[config.mk]
export PLATFORM = sky130hd
export DESIGN_NAME = hvn_pipe_ctrl
export DESIGN_NICKNAME = d
export VERILOG_FILES = /design/src/hw/rtl/hvn_pkg.sv /design/src/hw/rtl/hvn_pipe_ctrl.sv
export SDC_FILE = /design/constraint.sdc
export NUM_CORES = 1
export LEC_CHECK = 0
export BUFFER_PORTS_ARGS = -buffer_cell sky130_fd_sc_hd__buf_4
export CAP_MARGIN = 20
export CELL_PAD_IN_SITES_DETAIL_PLACEMENT = 0
export CELL_PAD_IN_SITES_GLOBAL_PLACEMENT = 1
export CORE_MARGIN = 4
export CORE_UTILIZATION = 30
export CTS_CLUSTER_DIAMETER = 60
export DETAILED_ROUTE_END_ITERATION = 7
export PLACE_DENSITY_LB_ADDON = 0.1
export SYNTH_ARGS = -nofsm -noshare
export SYNTH_HDL_FRONTEND = slang
export SYNTH_SLANG_ARGS = --single-unit
[constraint.sdc]
create_clock -name clk -period 1.5 [get_ports clk]
set_clock_uncertainty 0.05 [all_clocks]
set_input_delay 0.225 -clock clk [delete_from_list [all_inputs] [get_ports clk]]
set_output_delay 0.225 -clock clk [all_outputs]
set_load 0.03 [all_outputs]
[src/hw/rtl/hvn_pkg.sv]
package hvn_pkg;

    // Fixed-point format of the coordinates.
    localparam int FRAC_BITS = 16;
    localparam int COORD_W   = 32;
    localparam int CELL_W    = 32;
    localparam int HASH_W    = 32;
    localparam int SEED_W    = 32;

    // Corner values and the noise result share one signed width.
    localparam int NOISE_W   = 25;
    localparam int DIFF_W    = NOISE_W + 1;
    localparam int PROD_W    = DIFF_W + FRAC_BITS + 1;

    // Ease curve widths.
    localparam int EASE_Q_W  = FRAC_BITS + 2;
    localparam int TSQ_W     = 2 * FRAC_BITS;
    localparam int EPROD_W   = TSQ_W + EASE_Q_W;

    localparam int NUM_CORNERS = 8;

    // Pipeline register stages, in order.
    localparam int STG_IN     = 0;
    localparam int STG_MIX1   = 1;
    localparam int STG_MIX2   = 2;
    localparam int STG_CORNER = 3;
    localparam int STG_XMUL   = 4;
    localparam int STG_XADD   = 5;
    localparam int STG_YMUL   = 6;
    localparam int STG_YADD   = 7;
    localparam int STG_ZMUL   = 8;
    localparam int STG_ZADD   = 9;
    localparam int NUM_STAGES = 10;

    // Spatial hash primes and mixer constants.
    localparam logic [HASH_W-1:0] HASH_X    = 32'd73856093;
    localparam logic [HASH_W-1:0] HASH_Y    = 32'd19349663;
    localparam logic [HASH_W-1:0] HASH_Z    = 32'd83492791;
    localparam logic [HASH_W-1:0] MIX_XOR   = 32'h6a09e667;
    localparam logic [HASH_W-1:0] MIX_MUL1  = 32'h85ebca6b;
    localparam logic [HASH_W-1:0] MIX_MUL2  = 32'hc2b2ae35;
    localparam int               MIX_SHIFT1 = 13;
    localparam int               MIX_SHIFT2 = 16;
    localparam int               CORNER_BITS = 24;
    localparam logic [NOISE_W-1:0] CORNER_OFS = 25'h0FFFFFF;

    typedef logic signed [NOISE_W-1:0] noise_t;
    typedef logic [FRAC_BITS-1:0]      ease_t;

    // Per-stage load enables and valid bits of the pipeline.
    typedef struct packed {
        logic [NUM_STAGES-1:0] load;
        logic [NUM_STAGES-1:0] valid;
    } pipe_ctl_t;

endpackage

[src/hw/rtl/hvn_pipe_ctrl.sv]
module hvn_pipe_ctrl
    import hvn_pkg::*;
(
    input  logic      clk,
    input  logic      rst_n,
    input  logic      in_valid,
    output logic      in_ready,
    output logic      out_valid,
    input  logic      out_ready,
    output pipe_ctl_t ctl
);

    logic [NUM_STAGES-1:0] valid_reg;
    logic [NUM_STAGES-1:0] valid_next;
    logic [NUM_STAGES-1:0] load;

    // A stage loads when it is empty or when the stage after it loads.
    always_comb
    begin
        load[NUM_STAGES-1] = !valid_reg[NUM_STAGES-1] || out_ready;
        for (int i = NUM_STAGES - 2; i >= 0; i--)
        begin
            load[i] = !valid_reg[i] || load[i+1];
        end
    end

    // Valid bits move along with the data.
    always_comb
    begin
        valid_next[0] = load[0] ? in_valid : valid_reg[0];
        for (int i = 1; i < NUM_STAGES; i++)
        begin
            valid_next[i] = load[i] ? valid_reg[i-1] : valid_reg[i];
        end
    end

    always_ff @(posedge clk or negedge rst_n)
    begin
        if (!rst_n)
        begin
            valid_reg <= '0;
        end
        else
        begin
            valid_reg <= valid_next;
        end
    end

    assign in_ready  = load[0];
    assign out_valid = valid_reg[NUM_STAGES-1];
    assign ctl.load  = load;
    assign ctl.valid = valid_reg;

endmodule

; ---- Yosys cells after proc, flatten, opt, wreduce, memory -nomap -nowiden
; Index checks and enable logic that the tools add are counted.
[classes]
magnitude_cmp = 0
add_sub_neg = 0
muxes = 0
n_reduce_logical = 20
n_mul = 0
n_div = 0
bitwise = 0
shifts = 0
n_eq_ne = 0
[ops]
columns = op, count
row1 = 1-bit logical NOT, 10
row2 = 1-bit logical OR, 10
[word_totals]
output_inout_bits = 22
in_bits = 4
word_cells = 30
ff_bits = 10
ramBits = 0
latchBits = 0
mem_count = 0
romBits = 0

; ---- Logic depth before layout (Yosys ltp)
[logic_depth]
word_depth = 11
depth_mapped = 5

; ---- Least setup slack after synthesis
; No wires, ideal clock.
[synth_timing]
kind = flip-flop to output port
startpoint = register valid_reg[9]
endpoint = output port ctl[10] (netlist bit)
path_buffers = 3
arrival_ps = 1566
required_ps = 1225
slack_ps = -341
path_stages_with_launch = 6
cell_sequence = dfrtp_1 and4b_1 buf_6 buf_6 nand3_1 buf_4
[synth_via]
elab_chain_len = 11
[synth_rtl]
columns = element, line_no
row1 = start: declaration, hvn_pipe_ctrl.sv:13  ; logic [NUM_STAGES-1:0] valid_reg;
row2 = start signal: assignment, hvn_pipe_ctrl.sv:45  ; valid_reg <= valid_next;
row3 = 1-bit logical NOT, hvn_pipe_ctrl.sv:20  ; load[NUM_STAGES-1] = !valid_reg[NUM_STAGES-1] || out_ready;
row4 = 1-bit logical OR, hvn_pipe_ctrl.sv:20
row5 = 1-bit logical OR (9 in series), hvn_pipe_ctrl.sv:23  ; load[i] = !valid_reg[i] || load[i+1];
row6 = end: declaration, hvn_pipe_ctrl.sv:10  ; output pipe_ctl_t ctl
; No other way between the ends.

==> results.md <==
- Outcome: finished with violations
- Violated checks: negative setup slack
- WP buf/inv: 1
- Cell Count, Final, Fillers Out: 86
- CP max stage cell: dfrtp_2
- Most area-hungry cell type in the Yosys netlist: dfrtp_1
- Number of routed nets with antenna violations: 0
- Post-synthesis cell type count: 18
- Sequential cell fraction of total power: about 33%
- Vias in the first global route: between 400 and 500
- Peak supply drop: 0.817 mV
- Largest family of logic cells by synthesized area: simple AND/OR/NAND/NOR gates
- Tcrit/Tclk final: 103%
- CTS Buf Count: 3
- Post-DP HPWL: approximately 860 um
- RSZ-0062 raised after global routing: true
- Clock share of power: between 10% and 20%
- CP Max Fanout: 7
- Max FFs per register: 10
- Final Core Density: between 50% and 60%
- Final WL: 1310 um
- Top-area cell type share of the netlist area: approximately 55%
- Die width: ~47 um
- CORE AREA: 0.00137 mm^2
- Seq/Total Area, Yosys: 54.6%
- Largest net degree at the start of global routing: 11
- Setup tns final: -71.6 ps
- Compound-cell area share of the yosys netlist: ~14%
- P per Cell Area: ~1500 mW/mm^2
- Routed via count: 447
- Synth Net Count: 42
- Fin crit period: 1540 ps
- Power Internal: 665 uW
- Hold Vio Cnt, Final: 0
- Routed wire per std cell: between 15 and 20 um
- Die Span Y: 47.1 um
- Die area: about 0.0022 mm^2
- IO Count: 26
- Fin nets: 76
- First-pass GRT wire length: roughly 2000 um
- H-tree depth reported by CTS: 1
- Post-synth ARST share: 100%
- Synth Flop Type: dfrtp_1
- Crit start category: flop
- Drt first-iter violations: 9
- Post-synthesis mux area share: 0%
- Comb pwr share: around 51%
- Post-synthesis simple-gate area fraction: between 20 and 25%
- Final setup violation count: 4
- Critical Path AT: roughly 1300 ps
- Clock Latency Late Sink: approximately 260 ps
- Inst Count DP: 76
- Initial Utilization: between 30% and 40%
- Sw power: roughly 460 uW
- Max Cap Viol: 0
- Initial antenna violation count: 0
- Mapped Cells: 38
- WHS: just over 100 ps
- Root buffer cell: clkbuf_4
- Reg clk slew, reported paths: around 70 ps
- Dpl ws: -83.4 ps
- CP Capture Type: primary output
- Setup ws final: -43.7 ps
- Max Slew Vio Count: 0
- EDFF count, synth: 0
- Most numerous cell in the Yosys netlist: dfrtp_1
- Mapped Area: between 400 and 500 um^2
- # port buffers: 25
- Hold WC Path Type: in2reg
- Switching Share: about two fifths
- TritonCTS clock tree: yes
- DR vias/cell: between 5 and 6
- #FFs+latches synth: 10
- Area growth from synthesis to layout: 69.1%
- Max Clk Rate: between 0.6 and 0.7 GHz
- Family with the most delay on the worst path: simple AND/OR/NAND/NOR gates
- Crit-path cells: and4b_4 > nand4_1 > buf_6
- Gr ovfl total: 0
- GP Congestion: approximately 0.7
- Share of layout cells above drive strength 1: 67.6%
- CP Class: reg2out
- Leakage power: between 0.3 and 0.4 nW
- CP max stage delay: ~400 ps
- # rows: 13
- Antenna cell count: 0
- Worst-case clock buffer depth: 2
- Power Total: between 1 and 1.5 mW
- Clock sinks: 10
- Synth cell count leaders: dfrtp_1 (10), buf_6 (3), nand2b_1 (3), nand3_1 (3)
- Tot GR Track Use: between 10% and 20%
- Ys Warns: 0
- Main area contributors after synthesis: dfrtp_1 (55%), buf_6 (7.4%), nand2b_1 (4.1%)
- DRC: 0
- Cell Area, Placed: roughly 660 um^2
- Final instance area: 774 um^2
- XOR/XNOR Fraction of Synth Area: 0%
- Worst EP required: approximately 1200 ps
- Syn Area/Cell: 12.1 um^2
- DR pass1 iterations: 4
- Worst rel slew slack: 86.5%
- Worst-Margin Slew: 203 ps
- Post-Synth Adder-Cell Area: 0%
==> final cells by class <==
type	instances	area, um^2
Fill cell	125	592
Timing Repair Buffer	33	284
Sequential cell	10	256
Multi-Input combinational cell	23	185
Clock buffer	4	26.3
Tap cell	15	18.8
Inverter	1	3.75
==> power by group through the flow <==
stage | combinational [mW] | sequential [mW] | clock, mW
finish | 0.568 | 0.366 | 0.190
global route | 0.599 | 0.373 | 0.215
CTS | 0.560 | 0.363 | 0.201
detailed placement | 0.484 | 0.366 | 0
global placement | 0.475 | 0.361 | 0
floorplan | 0.234 | 0.459 | 0
==> per-layer routing <==
metal	part of all wire, %	track usage [%]
met5	0	0
met4	0.91	6.63
met3	5.9	4.60
met2	51	20.9
met1	42	15.4
==> cells by family (layout without fill, tap and decap cells) <==
logic type / after synthesis / count (layout)
compound gates: 7 / 7
simple gates: 15 / 16
flops: 10 / 10
buf+inv: 6 / 38
==> placed cells by master (no fill, tap or decap), types with 2 or more instances in the layout <==
cell type / count
a21o_1: 2
nand3_1: 2
nand2_1: 2
buf_6: 9
dfrtp_1: 5
nand2b_1: 3
dfrtp_2: 5
clkbuf_4: 3
nand4_1: 2
buf_4: 23
a31o_2: 2
==> path summary, 6_finish.rpt <==
kind	start	to	slack (ps)	depth (start not counted)
setup / recovery	valid_reg[8]$_DFFE_PN0P_	ctl[11]	-40	3
hold / removal	in_valid	valid_reg[0]$_DFFE_PN0P_	100	2
setup reg to reg	valid_reg[9]$_DFFE_PN0P_	valid_reg[4]$_DFFE_PN0P_	200	3
hold reg to reg	valid_reg[3]$_DFFE_PN0P_	valid_reg[4]$_DFFE_PN0P_	460	1
max in group asynchronous	rst_n	valid_reg[6]$_DFFE_PN0P_	960	2
min in group asynchronous	rst_n	valid_reg[0]$_DFFE_PN0P_	270	2
==> what timing repair did <==
action	in CTS	in global routing
setup endpoints to repair	9	9
setup buffers	4	0
cloned	1	0
endpoints found under the hold margin	10	0
gates resized for setup	11	3
hold buffers	1	0
pin swaps	2	1
No activity file was read; power rests on OpenSTA's default activity.
