## config.mk

```make
export PLATFORM = sky130hd
export DESIGN_NAME = hvn_lerp
export DESIGN_NICKNAME = d
export VERILOG_FILES = /design/src/hw/rtl/hvn_pkg.sv /design/src/hw/rtl/hvn_lerp.sv
export SDC_FILE = /design/constraint.sdc
export NUM_CORES = 1
export LEC_CHECK = 0
export BUFFER_PORTS_ARGS = -buffer_cell sky130_fd_sc_hd__buf_4
export CORE_UTILIZATION = 50
export DETAILED_ROUTE_END_ITERATION = 8
export PLACE_DENSITY_LB_ADDON = 0.2
export SLEW_MARGIN = 20
export SYNTH_ARGS = -nofsm -noshare
export SYNTH_HDL_FRONTEND = slang
export SYNTH_SLANG_ARGS = --single-unit
```

## constraint.sdc

```tcl
create_clock -name clk -period 18 [get_ports clk]
set_input_delay 3.6 -clock clk [delete_from_list [all_inputs] [get_ports clk]]
set_output_delay 3.6 -clock clk [all_outputs]
set_load 0.01 [all_outputs]
```

## src/hw/rtl/hvn_pkg.sv

```systemverilog
package hvn_pkg;

    // Fixed-point format of the coordinates.
    localparam int FRAC_BITS = 16;
    localparam int COORD_W   = 32;
    localparam int CELL_W    = 32;
    localparam int HASH_W    = 32;
    localparam int SEED_W    = 32;

    // Corner values and the noise result share one signed width.
    localparam int NOISE_W   = 25;
    localparam int DIFF_W    = NOISE_W + 1;
    localparam int PROD_W    = DIFF_W + FRAC_BITS + 1;

    // Ease curve widths.
    localparam int EASE_Q_W  = FRAC_BITS + 2;
    localparam int TSQ_W     = 2 * FRAC_BITS;
    localparam int EPROD_W   = TSQ_W + EASE_Q_W;

    localparam int NUM_CORNERS = 8;

    // Pipeline register stages, in order.
    localparam int STG_IN     = 0;
    localparam int STG_MIX1   = 1;
    localparam int STG_MIX2   = 2;
    localparam int STG_CORNER = 3;
    localparam int STG_XMUL   = 4;
    localparam int STG_XADD   = 5;
    localparam int STG_YMUL   = 6;
    localparam int STG_YADD   = 7;
    localparam int STG_ZMUL   = 8;
    localparam int STG_ZADD   = 9;
    localparam int NUM_STAGES = 10;

    // Spatial hash primes and mixer constants.
    localparam logic [HASH_W-1:0] HASH_X    = 32'd73856093;
    localparam logic [HASH_W-1:0] HASH_Y    = 32'd19349663;
    localparam logic [HASH_W-1:0] HASH_Z    = 32'd83492791;
    localparam logic [HASH_W-1:0] MIX_XOR   = 32'h6a09e667;
    localparam logic [HASH_W-1:0] MIX_MUL1  = 32'h85ebca6b;
    localparam logic [HASH_W-1:0] MIX_MUL2  = 32'hc2b2ae35;
    localparam int               MIX_SHIFT1 = 13;
    localparam int               MIX_SHIFT2 = 16;
    localparam int               CORNER_BITS = 24;
    localparam logic [NOISE_W-1:0] CORNER_OFS = 25'h0FFFFFF;

    typedef logic signed [NOISE_W-1:0] noise_t;
    typedef logic [FRAC_BITS-1:0]      ease_t;

    // Per-stage load enables and valid bits of the pipeline.
    typedef struct packed {
        logic [NUM_STAGES-1:0] load;
        logic [NUM_STAGES-1:0] valid;
    } pipe_ctl_t;

endpackage

```

## src/hw/rtl/hvn_lerp.sv

```systemverilog
module hvn_lerp
    import hvn_pkg::*;
(
    input  logic   clk,
    input  logic   load_mul,
    input  logic   load_add,
    input  noise_t val_a,
    input  noise_t val_b,
    input  ease_t  weight,
    output noise_t result
);

    logic signed [DIFF_W-1:0] diff;
    logic signed [PROD_W-1:0] prod;
    logic signed [PROD_W-1:0] prod_reg;
    noise_t                   a_reg;
    logic signed [PROD_W-1:0] shifted;
    logic signed [DIFF_W-1:0] sum;
    noise_t                   result_reg;

    // Multiply stage: (b - a) * s.
    always_comb
    begin
        diff = DIFF_W'(val_b) - DIFF_W'(val_a);
        prod = PROD_W'(diff) * PROD_W'($signed({1'b0, weight}));
    end

    always_ff @(posedge clk)
    begin
        if (load_mul)
        begin
            prod_reg <= prod;
            a_reg    <= val_a;
        end
    end

    // Add stage: a + floor(product / 2^FRAC_BITS); the sum stays between a and b.
    always_comb
    begin
        shifted = prod_reg >>> FRAC_BITS;
        sum     = DIFF_W'(a_reg) + $signed(shifted[DIFF_W-1:0]);
    end

    always_ff @(posedge clk)
    begin
        if (load_add)
        begin
            result_reg <= sum[NOISE_W-1:0];
        end
    end

    assign result = result_reg;

endmodule

```

-- Word-level counts from Yosys, hierarchy flattened
Cells that the tools add are included.
- register bits: 91
- bits of input ports: 69
- add/subtract/negate cells: 2
- multiply operators: 1
- operators by type and width (cell ; count):
    $mul 26x17->41 ; 1
    $sub 25x25->26 ; 1
    $add 25x25->25 ; 1

-- Logic depth before layout (Yosys ltp)
- word-level depth: 2
- gate-level depth with buffers: 37

-- Least setup slack after synthesis
No wires, ideal clock.
- kind: input port to flip-flop
- start: in val_b[0]
- end: reg prod_reg[34] (data pin)
- library setup time: 0.262 ns
- data arrival time: 11.302 ns
- required time: 17.738 ns
- setup slack: 6.435 ns
- stages on the path: 34
- path buffers: 1
- cell sequence: inv_1 ha_1 fa_1 nor2b_1 o21ai_0 a31oi_1 o31a_1 o21ai_1 a21oi_1 o2111ai_1 nand3b_1 xor2_1 buf_2 nand2_1 fa_1 fa_1 inv_1 fa_1 inv_1 fa_1 fa_1 fa_1 inv_1 ha_1 a21o_1 a21o_1 a211o_1 nor3_2 a211oi_2 a31o_2 a311o_2 a21oi_2 o21bai_1 xor2_1
- longest elaborated chain between the ends: 2
- RTL lines (element ; line ; RTL):
    start: declaration ; hvn_lerp.sv:8 ; input noise_t val_b,
    $sub 25x25->26 ; hvn_lerp.sv:24 ; diff = DIFF_W'(val_b) - DIFF_W'(val_a);
    $mul 26x17->41 ; hvn_lerp.sv:25 ; prod = PROD_W'(diff) * PROD_W'($signed({1'b0, weight}));
    named net prod[34] ; hvn_lerp.sv:14 ; logic signed [PROD_W-1:0] prod;
    end signal: assignment ; hvn_lerp.sv:32 ; prod_reg <= prod;
    end: declaration ; hvn_lerp.sv:15 ; logic signed [PROD_W-1:0] prod_reg;
The timed path passes the listed nets, and every way through them passes these cells.
A chain may end at the register's enable or synchronous reset.

-- Worst setup path after layout
- start: in val_a[0]
- end: reg prod_reg[39] (data pin)
- longest elaborated chain between the ends: 2
- RTL lines (element ; line ; RTL):
    start: declaration ; hvn_lerp.sv:7 ; input noise_t val_a,
    $sub 25x25->26 ; hvn_lerp.sv:24 ;
    $mul 26x17->41 ; hvn_lerp.sv:25 ;
    named net prod[39] ; hvn_lerp.sv:14 ;
The timed path passes the listed nets, and every way through them passes these cells.

==> results.md <==
* Status: complete, no violations
* #FFs+latches synth at 75
* Dpl cell area at 0.0205 mm²
* Area grow syn2layout at 7.98%
* Leading area contributor after synthesis: fa_1
* Drt pass-1 iters at 7
* Clock-pin slew on the worst setup and hold paths at 0.06 ns
* Layout cell share with drive strength beyond 1 at 7.61%
* Synthesized instance count at 2091
* Synth warn at 0
* Initial antenna violation count at 0
* DR top layer: met4
* Placeable core area at 0.0378 mm²
* Setup TNS at 0 ns
* DR WL met2 at 23000 µm
* Antenna Nets Post-Route at 0
* Final hold violation count at 0
* Die width at 199 µm
* Max Freq at 80.9 MHz
* Cts hold-fix bufs at 0
* DIE HEIGHT at 199 µm
* Die Area at 0.0394 mm²
* Syn Nets at 2695
* Post-Place Setup Slack at 5.30 ns
* Via count at 14300
* Global-route wire length before repair at 79500 µm
* Number of flops mapped to enable cells by yosys at 75
* TritonCTS Sinks at 75
* Max-slew headroom at 27.2%
* Clock Path Buffers at 2
* CP startpoint kind: input port
* Remaining Overflow, GRT at 0
* Post-CTS setup buffer count at 0
* Number of global-route vias before repair at 14900
* Worst skew pair latency at 0.34 ns
* Starting Density at 51.0%
* Actual slew at the worst max-slew pin at 1.09 ns
* Fin worst setup slack at 5.64 ns
* FP Rows at 71
* Crit path kind: input port to register
* Fillers at 3418
* Tmin final at 12.36 ns
* Distinct cell type count after synthesis at 70
* CTS resizes at 0
* Drt drc at 0
* Nets@finish at 2728
* Final setup violation count at 0
* Initial drt markers at 930
* Met1 Routed Length at 21700 µm
* CTS tree: built
* Worst-path maximum fanout at 33
* Worst stage delay on the critical path at 0.53 ns
* Mapped cell area at 0.0193 mm²
* Max-cap violation count at 0
* Post-synth top area share at 40.1%
* GRT Total Usage at 26.4%
* Critical Path End Type: register
* H-tree levels at 3
* CP required at 18.10 ns
* CTS Buf Count at 9
* Vias per std cell at 5.42
* Post-synth ARST share at 0%
* Post-route cell area at 0.0209 mm²
* Met3 Routed Length at 3560 µm
* Syn avg cell area at 9.24 µm²
* Cell mode on critical path: fa_1
* Critical Path Slowest Stage Cell: fa_1
* Port Buffers at 93
* Seq/Total Area, Yosys at 11.7%
* Root buffer cell: clkbuf_16
* Final Skew at 0.0108 ns
* DP HPWL at 37400 µm
* Routed len/inst at 18.6 µm
* Hold Crit Class: register to register
* CP arrival at 12.45 ns
* Final WL at 49200 µm
* Predominant post-synthesis flop cell: edfxtp_1
* Synth area leaders: fa_1, edfxtp_1, ha_1
* # IOs at 94
* Largest net degree at the start of global routing at 53
* Ant. Diodes at 0
* Period utilisation layout at 68.7%
* GP Congestion at 0.878
* RSZ-0062 raised after global routing: no
* Final-report max-slew violation count at 0
[cell type report]
cell class                 instances  area [µm²]  area share (%)
inverter                         474        1780            8.53
tap                              511         639            3.07
timing repair buffer             117         878            4.21
sequential                        75        2250            10.8
clock buffer                       9         225            1.08
clock inverter                     7        80.1           0.384
multi-input combinational       1447       15000            71.9
[kinds of logic (layout without fill, tap and decap cells)]
logic type | after synthesis | in the layout | synth area share, %
AND/OR/NAND/NOR | 637 | 637 | 17.0
buffers and inverters | 569 | 607 | 11.1
adder cells (fa/ha/maj) | 540 | 540 | 50.0
AO/OA/AOI/OAI | 197 | 197 | 6.84
flip-flops | 75 | 75 | 11.7
XOR/XNOR | 71 | 71 | 3.26
multiplexers | 2 | 2 | 0.104
[final timing paths]
path | start | to | slack, ns | depth (start not counted)
max reg2reg | a_reg[0]$_DFFE_PP_ | result[24]$_DFFE_PP_ | 14.56 | 13
min reg2reg | prod_reg[16]$_DFFE_PP_ | result[0]$_DFFE_PP_ | 0.56 | 1
max | val_a[0] | prod_reg[39]$_DFFE_PP_ | 5.64 | 35
min | prod_reg[16]$_DFFE_PP_ | result[0]$_DFFE_PP_ | 0.56 | 1
[through the flow]
stage                     std cells  util (%)  hold WS, ns
after global placement         2624      54.3        0.538
after global routing           2640      55.1        0.578
after floorplan                2091         -        0.513
after CTS                      2640      55.1        0.563
final                          2640      55.1        0.558
after detailed placement       2624      54.3        0.551
[worst max-delay path: cells and delay by family]
| kind | cells | cell delay, ns |
|---|---|---|
| adder cells (fa/ha/maj) | 9 | 4.00 |
| XOR/XNOR | 1 | 0.15 |
| AO/OA/AOI/OAI | 14 | 3.39 |
| buffers and inverters | 6 | 0.64 |
| AND/OR/NAND/NOR | 5 | 0.66 |
[cell usage after synthesis, types with 4 or more instances]
master    number
a211oi_1       4
a21o_1        17
a21oi_1       50
a31oi_1       17
and2_1       169
and3_1         5
and4b_1        7
buf_2          8
clkbuf_1      84
edfxtp_1      75
fa_1         387
ha_1         148
inv_1        474
maj3_1         5
nand2_1      240
nand2b_1      18
nand3_1       27
nand3b_1      17
nand4_1       13
nand4b_1      16
nor2_1        64
nor2b_1       21
nor3_1        18
nor3b_1        9
o21a_1        10
o21ai_0       30
o21ai_1        9
o21bai_1       6
o311ai_0       8
o31a_1         6
o31ai_1        6
xnor2_1       50
xor2_1        20
[layout by cell type (no fill, tap or decap), types with 10 or more instances in the layout]
master,synthesis,routed
xnor2_1,50,43
o21a_1,10,10
a21oi_1,50,50
fa_1,387,387
nor3_1,18,18
inv_1,474,474
a31oi_1,17,16
buf_4,1,117
nor2_1,64,62
nand3_1,27,27
a21o_1,17,17
xor2_1,20,19
and2_1,169,169
nand3b_1,17,17
nor2b_1,21,20
o21ai_0,30,30
nand2b_1,18,18
edfxtp_1,75,75
ha_1,148,148
nand2_1,240,240
nand4b_1,16,16
nand4_1,13,13
[layer usage]
layer | GRT usage, % | vias to the layer above
met1 | 37.4 | 7234
li1 | - | 6489
met3 | 3.54 | 64
met2 | 42.5 | 520
met4 | 7.32 | 0
met5 | 0 | -
Power is left out: the tool's default activity adds up to more than one toggle a clock period on the data nets, which glitch-free logic cannot reach.
